`config.mk`:
```
export PLATFORM = sky130hd
export DESIGN_NAME = lru_block_cache_tags
export DESIGN_NICKNAME = d
export VERILOG_FILES = /design/src/lbct_pkg.sv /design/src/lbct_ram.sv /design/src/lbct_scan.sv /design/src/lru_block_cache_tags.sv
export SDC_FILE = /design/constraint.sdc
export NUM_CORES = 2
export LEC_CHECK = 0
export BUFFER_PORTS_ARGS = -buffer_cell sky130_fd_sc_hd__buf_2
export CAP_MARGIN = 20
export CORE_UTILIZATION = 60
export DETAILED_ROUTE_END_ITERATION = 16
export PLACE_DENSITY = 0.72
export REMOVE_ABC_BUFFERS = 1
export SETUP_SLACK_MARGIN = 0.2
export SLEW_MARGIN = 25
export SYNTH_ARGS = -nofsm -noshare
export SYNTH_HDL_FRONTEND = slang
export SYNTH_SLANG_ARGS = --single-unit
```
`constraint.sdc`:
```
create_clock -name clock -period 13.88 [get_ports clock]
set_input_delay 1.388 -clock clock [delete_from_list [all_inputs] [get_ports clock]]
set_output_delay 1.388 -clock clock [all_outputs]
set_load 0.005 [all_outputs]
```
`src/lbct_pkg.sv`:
```
// Types and constants of the cache tag and replacement controller.
// No dependencies; imported by lbct_scan, lru_block_cache_tags, lbct_checker and the testbench.
`default_nettype none

package lbct_pkg;

   localparam int TAG_W     = 48;
   localparam int STAMP_W   = 64;
   localparam int ADDR_W    = 64;
   localparam int WAY_W     = 4;
   localparam int LBS_W     = 3;
   localparam int SHIFT_W   = 5;

   localparam logic [LBS_W-1:0]   LBS_RESET  = 3'd2;
   // 1024-byte base block
   localparam logic [SHIFT_W-1:0] BASE_SHIFT = 5'd10;

   typedef enum logic [1:0] {
      ST_IDLE,
      ST_SCAN,
      ST_UPDATE
   } state_type;

endpackage

`default_nettype wire

```
`src/lbct_ram.sv`:
```
// Generic single-write, single-read RAM with registered read data.
// No dependencies; used for the tag and stamp stores.
`default_nettype none

module lbct_ram #(
   parameter int WIDTH = 8,
   parameter int DEPTH = 16
) (
   input  wire logic                     clock,
   input  wire logic                     wr_en,
   input  wire logic [$clog2(DEPTH)-1:0] wr_addr,
   input  wire logic [WIDTH-1:0]         wr_data,
   input  wire logic                     rd_en,
   input  wire logic [$clog2(DEPTH)-1:0] rd_addr,
   output      logic [WIDTH-1:0]         rd_data
);

   logic [WIDTH-1:0] mem_ff [DEPTH];
   logic [WIDTH-1:0] rd_data_ff;

   always_ff @(posedge clock) begin
      if (wr_en) begin
         mem_ff[wr_addr] <= wr_data;
      end
      if (rd_en) begin
         rd_data_ff <= mem_ff[rd_addr];
      end
   end

   assign rd_data = rd_data_ff;

endmodule

`default_nettype wire

```
`src/lbct_scan.sv`:
```
// Shared compare unit: one entry per cycle while cmp_en is high, tracks first tag hit and oldest stamp.
// Depends on lbct_pkg.
`default_nettype none

module lbct_scan
   import lbct_pkg::*;
#(
   parameter int IDX_W = 4
) (
   input  wire logic               clock,
   input  wire logic               clear,
   input  wire logic               cmp_en,
   input  wire logic [IDX_W-1:0]   idx,
   input  wire logic               ent_valid,
   input  wire logic [TAG_W-1:0]   ent_tag,
   input  wire logic [STAMP_W-1:0] ent_stamp,
   input  wire logic [TAG_W-1:0]   key,
   output      logic               hit,
   output      logic [IDX_W-1:0]   way
);

   logic               hit_ff, hit_in;
   logic [IDX_W-1:0]   hit_idx_ff, hit_idx_in;
   logic [STAMP_W-1:0] min_ff, min_in;
   logic [IDX_W-1:0]   vic_idx_ff, vic_idx_in;
   logic [STAMP_W-1:0] stamp_eff;
   logic               match;

   // an unfilled entry counts as stamp zero; its tag is ignored
   assign stamp_eff = ent_valid ? ent_stamp : '0;
   assign match     = ent_valid && (ent_tag == key);

   always_comb begin
      hit_in     = hit_ff;
      hit_idx_in = hit_idx_ff;
      min_in     = min_ff;
      vic_idx_in = vic_idx_ff;
      if (clear) begin
         hit_in = 1'b0;
      end else if (cmp_en) begin
         if (match && !hit_ff) begin
            hit_in     = 1'b1;
            hit_idx_in = idx;
         end
         // strict less-than keeps the lowest index on ties
         if ((idx == '0) || (stamp_eff < min_ff)) begin
            min_in     = stamp_eff;
            vic_idx_in = idx;
         end
      end
   end

   always_ff @(posedge clock) begin
      hit_ff     <= hit_in;
      hit_idx_ff <= hit_idx_in;
      min_ff     <= min_in;
      vic_idx_ff <= vic_idx_in;
   end

   assign hit = hit_ff;
   assign way = hit_ff ? hit_idx_ff : vic_idx_ff;

endmodule

`default_nettype wire

```
`src/lru_block_cache_tags.sv`:
```
// Tag and LRU replacement controller of a fully associative block cache.
// Depends on lbct_pkg, lbct_ram and lbct_scan.
//
// Usage:
//   csr_*  : write channel for log_block_size (block bytes = 1024 << value),
//            always ready; write only while no request is in flight.
//   req_*  : one block number per transaction. req_ready is high only while
//            the controller is idle.
//   rsp_*  : hit flag, way, and the device byte address to fill on a miss
//            (zero on a hit). Held in an output register until taken.
// Timing: a request scans all ENTRIES entries through one compare unit, one
//   entry per cycle out of the tag and stamp RAMs (the compare works on the
//   registered RAM read data), then writes the chosen way in the update state.
//   rsp_valid rises when the update loads the output register; a new request
//   is taken only once the controller is back in idle, after that update.
// Stall: if the previous response is still held when the update is due, the
//   update waits until rsp_ready frees the output register.
// Reset: all entries invalid (stamp zero), use clock zero, log_block_size 2.
//   No clearing pass is needed; per-entry valid flops cover the stores.
`default_nettype none

module lru_block_cache_tags
   import lbct_pkg::*;
#(
   parameter int ENTRIES = 16
) (
   input  wire logic               clock,
   input  wire logic               reset,
   input  wire logic               csr_valid,
   output      logic               csr_ready,
   input  wire logic [LBS_W-1:0]   csr_log_block_size,
   input  wire logic               req_valid,
   output      logic               req_ready,
   input  wire logic [TAG_W-1:0]   req_block_number,
   output      logic               rsp_valid,
   input  wire logic               rsp_ready,
   output      logic               rsp_hit,
   output      logic [WAY_W-1:0]   rsp_way,
   output      logic [ADDR_W-1:0]  rsp_fill_byte_address
);

   localparam int IDX_W = $clog2(ENTRIES);
   localparam int CNT_W = IDX_W + 1;
   localparam logic [CNT_W-1:0] SCAN_END = CNT_W'(ENTRIES);

   state_type state_ff, state_in;

   logic [LBS_W-1:0]   lbs_ff, lbs_in;
   logic [STAMP_W-1:0] clock_ff, clock_in;
   logic [TAG_W-1:0]   blk_ff, blk_in;
   logic [CNT_W-1:0]   cnt_ff, cnt_in;
   logic               cmp_vld_ff;
   logic [IDX_W-1:0]   cmp_idx_ff;
   logic [ENTRIES-1:0] valid_ff, valid_in;

   logic               rsp_valid_ff, rsp_valid_in;
   logic               rsp_hit_ff, rsp_hit_in;
   logic [WAY_W-1:0]   rsp_way_ff, rsp_way_in;
   logic [ADDR_W-1:0]  rsp_addr_ff, rsp_addr_in;

   logic               req_fire;
   logic               rd_en;
   logic               upd_fire;
   logic [TAG_W-1:0]   rd_tag;
   logic [STAMP_W-1:0] rd_stamp;
   logic               scan_hit;
   logic [IDX_W-1:0]   scan_way;

   assign csr_ready = 1'b1;
   assign req_fire  = req_valid && req_ready;

   // next state
   always_comb begin
      state_in = state_ff;
      case (state_ff)
         ST_IDLE:   if (req_fire) state_in = ST_SCAN;
         ST_SCAN:   if (cnt_ff == SCAN_END) state_in = ST_UPDATE;
         ST_UPDATE: if (upd_fire) state_in = ST_IDLE;
         default:   state_in = ST_IDLE;
      endcase
   end

   // control outputs
   always_comb begin
      req_ready = 1'b0;
      rd_en     = 1'b0;
      upd_fire  = 1'b0;
      case (state_ff)
         ST_IDLE:   req_ready = 1'b1;
         ST_SCAN:   rd_en     = (cnt_ff != SCAN_END);
         ST_UPDATE: upd_fire  = !rsp_valid_ff || rsp_ready;
         default:   req_ready = 1'b0;
      endcase
   end

   always_comb begin
      lbs_in       = lbs_ff;
      clock_in     = clock_ff;
      blk_in       = blk_ff;
      cnt_in       = cnt_ff;
      valid_in     = valid_ff;
      rsp_valid_in = rsp_valid_ff;
      rsp_hit_in   = rsp_hit_ff;
      rsp_way_in   = rsp_way_ff;
      rsp_addr_in  = rsp_addr_ff;

      if (csr_valid && csr_ready) begin
         lbs_in = csr_log_block_size;
      end
      if (req_fire) begin
         clock_in = clock_ff + 1'b1;
         blk_in   = req_block_number;
         cnt_in   = '0;
      end else if (rd_en) begin
         cnt_in = cnt_ff + 1'b1;
      end

      if (rsp_valid_ff && rsp_ready) begin
         rsp_valid_in = 1'b0;
      end
      if (upd_fire) begin
         valid_in[scan_way] = 1'b1;
         rsp_valid_in       = 1'b1;
         rsp_hit_in         = scan_hit;
         rsp_way_in         = WAY_W'(scan_way);
         rsp_addr_in        = scan_hit ? '0 :
                              ADDR_W'(blk_ff) << (BASE_SHIFT + SHIFT_W'(lbs_ff));
      end
   end

   always_ff @(posedge clock) begin
      if (reset) begin
         state_ff     <= ST_IDLE;
         lbs_ff       <= LBS_RESET;
         clock_ff     <= '0;
         cnt_ff       <= '0;
         cmp_vld_ff   <= 1'b0;
         valid_ff     <= '0;
         rsp_valid_ff <= 1'b0;
      end else begin
         state_ff     <= state_in;
         lbs_ff       <= lbs_in;
         clock_ff     <= clock_in;
         cnt_ff       <= cnt_in;
         cmp_vld_ff   <= rd_en;
         valid_ff     <= valid_in;
         rsp_valid_ff <= rsp_valid_in;
      end
   end

   always_ff @(posedge clock) begin
      blk_ff      <= blk_in;
      cmp_idx_ff  <= cnt_ff[IDX_W-1:0];
      rsp_hit_ff  <= rsp_hit_in;
      rsp_way_ff  <= rsp_way_in;
      rsp_addr_ff <= rsp_addr_in;
   end

   lbct_ram #(
      .WIDTH (TAG_W),
      .DEPTH (ENTRIES)
   ) u_tag_ram (
      .clock   (clock),
      .wr_en   (upd_fire),
      .wr_addr (scan_way),
      .wr_data (blk_ff),
      .rd_en   (rd_en),
      .rd_addr (cnt_ff[IDX_W-1:0]),
      .rd_data (rd_tag)
   );

   lbct_ram #(
      .WIDTH (STAMP_W),
      .DEPTH (ENTRIES)
   ) u_stamp_ram (
      .clock   (clock),
      .wr_en   (upd_fire),
      .wr_addr (scan_way),
      .wr_data (clock_ff),
      .rd_en   (rd_en),
      .rd_addr (cnt_ff[IDX_W-1:0]),
      .rd_data (rd_stamp)
   );

   lbct_scan #(
      .IDX_W (IDX_W)
   ) u_scan (
      .clock     (clock),
      .clear     (req_fire),
      .cmp_en    (cmp_vld_ff),
      .idx       (cmp_idx_ff),
      .ent_valid (valid_ff[cmp_idx_ff]),
      .ent_tag   (rd_tag),
      .ent_stamp (rd_stamp),
      .key       (blk_ff),
      .hit       (scan_hit),
      .way       (scan_way)
   );

   assign rsp_valid             = rsp_valid_ff;
   assign rsp_hit               = rsp_hit_ff;
   assign rsp_way               = rsp_way_ff;
   assign rsp_fill_byte_address = rsp_addr_ff;

endmodule

`default_nettype wire

```
==> results.toml <==
[timing]
rsz0062_at_grt = "no"
finalHoldViolCount = 0
period_share = 0.3829
tns_ns = 0
slew_violations = 0
setup_viol = 0
fmax_mhz = 188.2
min_period_ns = 5.315
slew_headroom = 0.2647
fin_skew_ns = 0.02398
worst_pin_slew_ns = 1.103
hold_ws_ns = 0.4767

[logic_synthesis]
synthFlopType = "edfxtp_1"
synth_fa_ha_area_frac = 0.009836
synth_xor_area_frac = 0.01079
synthMuxAreaShare = 0.1633
synth_compound_area_frac = 0.01293
synth.distinct_cells = 66
ys_ff_latch = 2190
yosysWarnings = 0
syn_area_um2 = 85230
synthCells = 3952
syn_avg_cell_area_um2 = 21.57
synth_top_family_by_area = "multiplexers"
synth-async-reset-ratio = 0
ys_seq_area_frac = 0.7602
synth-simple-area-share = 0.03045
synth_edf_count = 2093

[cts]
post_cts_buffers = 0
cts_buffer_depth = 3
clk_latency_ns = 0.83
path_clk_slew_ns = 0.06
ctsRootBufferMaster = "clkbuf_16"
cts.sinks = 2190
numCtsBuffers = 211
cts_resized = 0
cts_tree = "yes"
htree_levels = 4
postCtsHoldBufs = 0

[floorplan]
dieArea_um2 = 143600
die_y_um = 378.9
start_util = 0.6078
io_pins = 128
fp.dieW_um = 378.9
core_area_um2 = 140200
rows = 137

[placement]
hpwl_um = 97650
gp_congestion = 0.8285
io_buffers = 126
dp.cells = 5871

[finish]
drive_above_1_share = 0.2696
fin_cells = 6264
final.fill_count = 8743
layout.nets = 4332
most-common-layout-cells = "2093 x edfxtp_1, 597 x mux4_2, 216 x clkbuf_16, 147 x nor2_1, 125 x buf_2"
final_common_cell = "edfxtp_1"
layout-area-overhead-vs-synth_pct = 11.86

[drt]
drt_iter0_drc = 5010
vias_per_cell = 6.575
vias = 41190
drc_errors = 0
dr.pass1.iters = 5
drt_wl_total_um = 189300
routedWlPerCell_um = 30.22
antenna_left = 0

[critical_path]
crit_path_max_fanout = 66
crit_type = "reg -> reg"
required_ns = 14.37
endpoint_kind = "flop"
worstPathArrival_ns = 5.81
cp-start-kind = "flop"

[global_route]
antenna_found_initial = 3
grt_first_pass_wirelength_um = 278200
grt-ovfl-total = 0
grt_max_degree = 161
grt_pass1_vias = 41630
grt_usage = 0.2704

[power_and_ir_drop]
report.power.total_mw = 13.30
p_per_area_nw_per_um2 = 139.5
p_leak_nw = 32.28
peakVddDrop_mv = 0.1295

[job]
max_cap_violations = 0

[status]
outcome = "finished, final reports clean"

[min_path]
holdCritPathClass = "reg -> reg"
## state kept, by name (all words and copies together) (netlist names), 4 cells and up
| signal | cells |
|---|---|
| blk_ff | 48 |
| rsp_way | 4 |
| rsp_fill_byte_address | 64 |
| u_scan.min_ff | 64 |
| u_scan.hit_idx_ff | 4 |
| u_scan.vic_idx_ff | 4 |
| cmp_idx_ff | 4 |
| cnt_ff | 5 |
| u_tag_ram.mem_ff | 768 |
| clock_ff | 64 |
| u_tag_ram.rd_data | 48 |
| u_stamp_ram.mem_ff | 1024 |
| valid_ff | 16 |
| u_stamp_ram.rd_data | 64 |
## layout make-up
type                    instances  area [µm²]  area share
repair buffers                225        1548     0.01623
multi-input cells            1501       19560      0.2052
well taps                    1876        2347     0.02462
clock inverters               117        1028     0.01079
flip-flops and latches       2190       64810      0.6798
diodes                          3       7.507  0.00007875
inverters                      80       301.5    0.003163
clock buffers                 272        5725     0.06006
## power by group
group          internal (mW)  total [mW]  switching [mW]
Combinational          0.182       0.422           0.240
Clock                   3.20        5.58            2.39
Sequential              7.24        7.30          0.0579
Total                   10.6        13.3            2.68
## critical path, stage by stage, from the launching register on
cell	delay [ns]
dfxtp_1	0.64
mux2i_1	0.30
a21oi_1	0.09
mux4_2	0.49
a21oi_4	0.12
buf_4	0.58
nor2b_1	0.16
ha_1	0.36
nand4_1	0.14
nor3_1	0.38
nand4_1	0.21
or4b_2	0.67
a21oi_1	0.33
nor3_2	0.10
buf_4	0.34
## worst paths after layout
check                                  from                          end  slack (ns)  cells after the start
hold reg to reg   valid_ff[10]$_SDFFE_PP0P_    valid_ff[10]$_SDFFE_PP0P_        0.48                      2
setup / recovery      cmp_idx_ff[2]$_DFF_P_  u_scan.min_ff[13]$_DFFE_PP_        8.57                     14
hold / removal    valid_ff[10]$_SDFFE_PP0P_    valid_ff[10]$_SDFFE_PP0P_        0.48                      2
setup reg to reg      cmp_idx_ff[2]$_DFF_P_  u_scan.min_ff[13]$_DFFE_PP_        8.57                     14
## metrics by stage
| step | worst slack [ns] | util | instance area [µm²] |
|---|---|---|---|
| 5_1_grt | 8.131 | 0.6799 | 95330 |
| 2_1_floorplan | -15.02 | - | 84500 |
| 4_1_cts | 8.567 | 0.6797 | 95300 |
| 3_5_place_dp | 8.587 | 0.6315 | 88550 |
| 6_report | 8.565 | 0.6799 | 95340 |
| 3_3_place_gp | 8.694 | 0.6308 | 88450 |
## logic make-up (layout without fill, tap and decap cells)
family | count (synthesis) | after routing
buffers and inverters | 268 | 694
other | 2 | 12
xor gates and xnor gates | 105 | 105
adders and majority gates | 67 | 67
DFF | 2190 | 2190
AOI/OAI and AO/OA | 170 | 170
muxes | 643 | 643
and+or+nand+nor | 507 | 507
## cell usage after synthesis, drive strengths merged, types with 2 or more instances
library cell | n | area share
a2111oi | 2 | 0.00021
a211o | 2 | 0.00021
a211oi | 49 | 0.0043
a21o | 9 | 0.00079
a21oi | 48 | 0.0028
a22o | 2 | 0.00021
a22oi | 3 | 0.00026
a311oi | 9 | 0.00092
a31oi | 2 | 0.00015
and2 | 19 | 0.0014
and3 | 13 | 0.00097
and4 | 10 | 0.0011
buf | 64 | 0.0033
clkbuf | 123 | 0.0054
conb | 2 | 0.000088
dfxtp | 97 | 0.023
edfxtp | 2093 | 0.74
ha | 67 | 0.0098
inv | 79 | 0.0035
mux2 | 10 | 0.0013
mux2i | 36 | 0.0042
mux4 | 597 | 0.16
nand2 | 85 | 0.0038
nand2b | 2 | 0.00015
nand3 | 36 | 0.0021
nand3b | 2 | 0.00018
nand4 | 40 | 0.0032
nor2 | 164 | 0.0073
nor2b | 80 | 0.0059
nor3 | 16 | 0.00094
nor3b | 2 | 0.00018
nor4 | 19 | 0.0017
o211ai | 3 | 0.00026
o21a | 4 | 0.00035
o21ai | 31 | 0.0018
or3 | 13 | 0.00095
or4 | 3 | 0.00032
xnor2 | 30 | 0.0031
xor2 | 75 | 0.0077
## per-layer routing
| metal | GRT usage | wire, µm | up-vias | part of all wire |
|---|---|---|---|---|
| met3 | 0.04834 | 16870 | 274 | 0.089 |
| met1 | 0.4045 | 77250 | 21930 | 0.41 |
| met4 | 0.06482 | 3386 | 2 | 0.018 |
| li1 | - | - | 16920 | - |
| met5 | 0 | 13 | - | 0.000069 |
| met2 | 0.4220 | 91750 | 2065 | 0.48 |
Note: power is estimated with default switching activity, not from simulation.
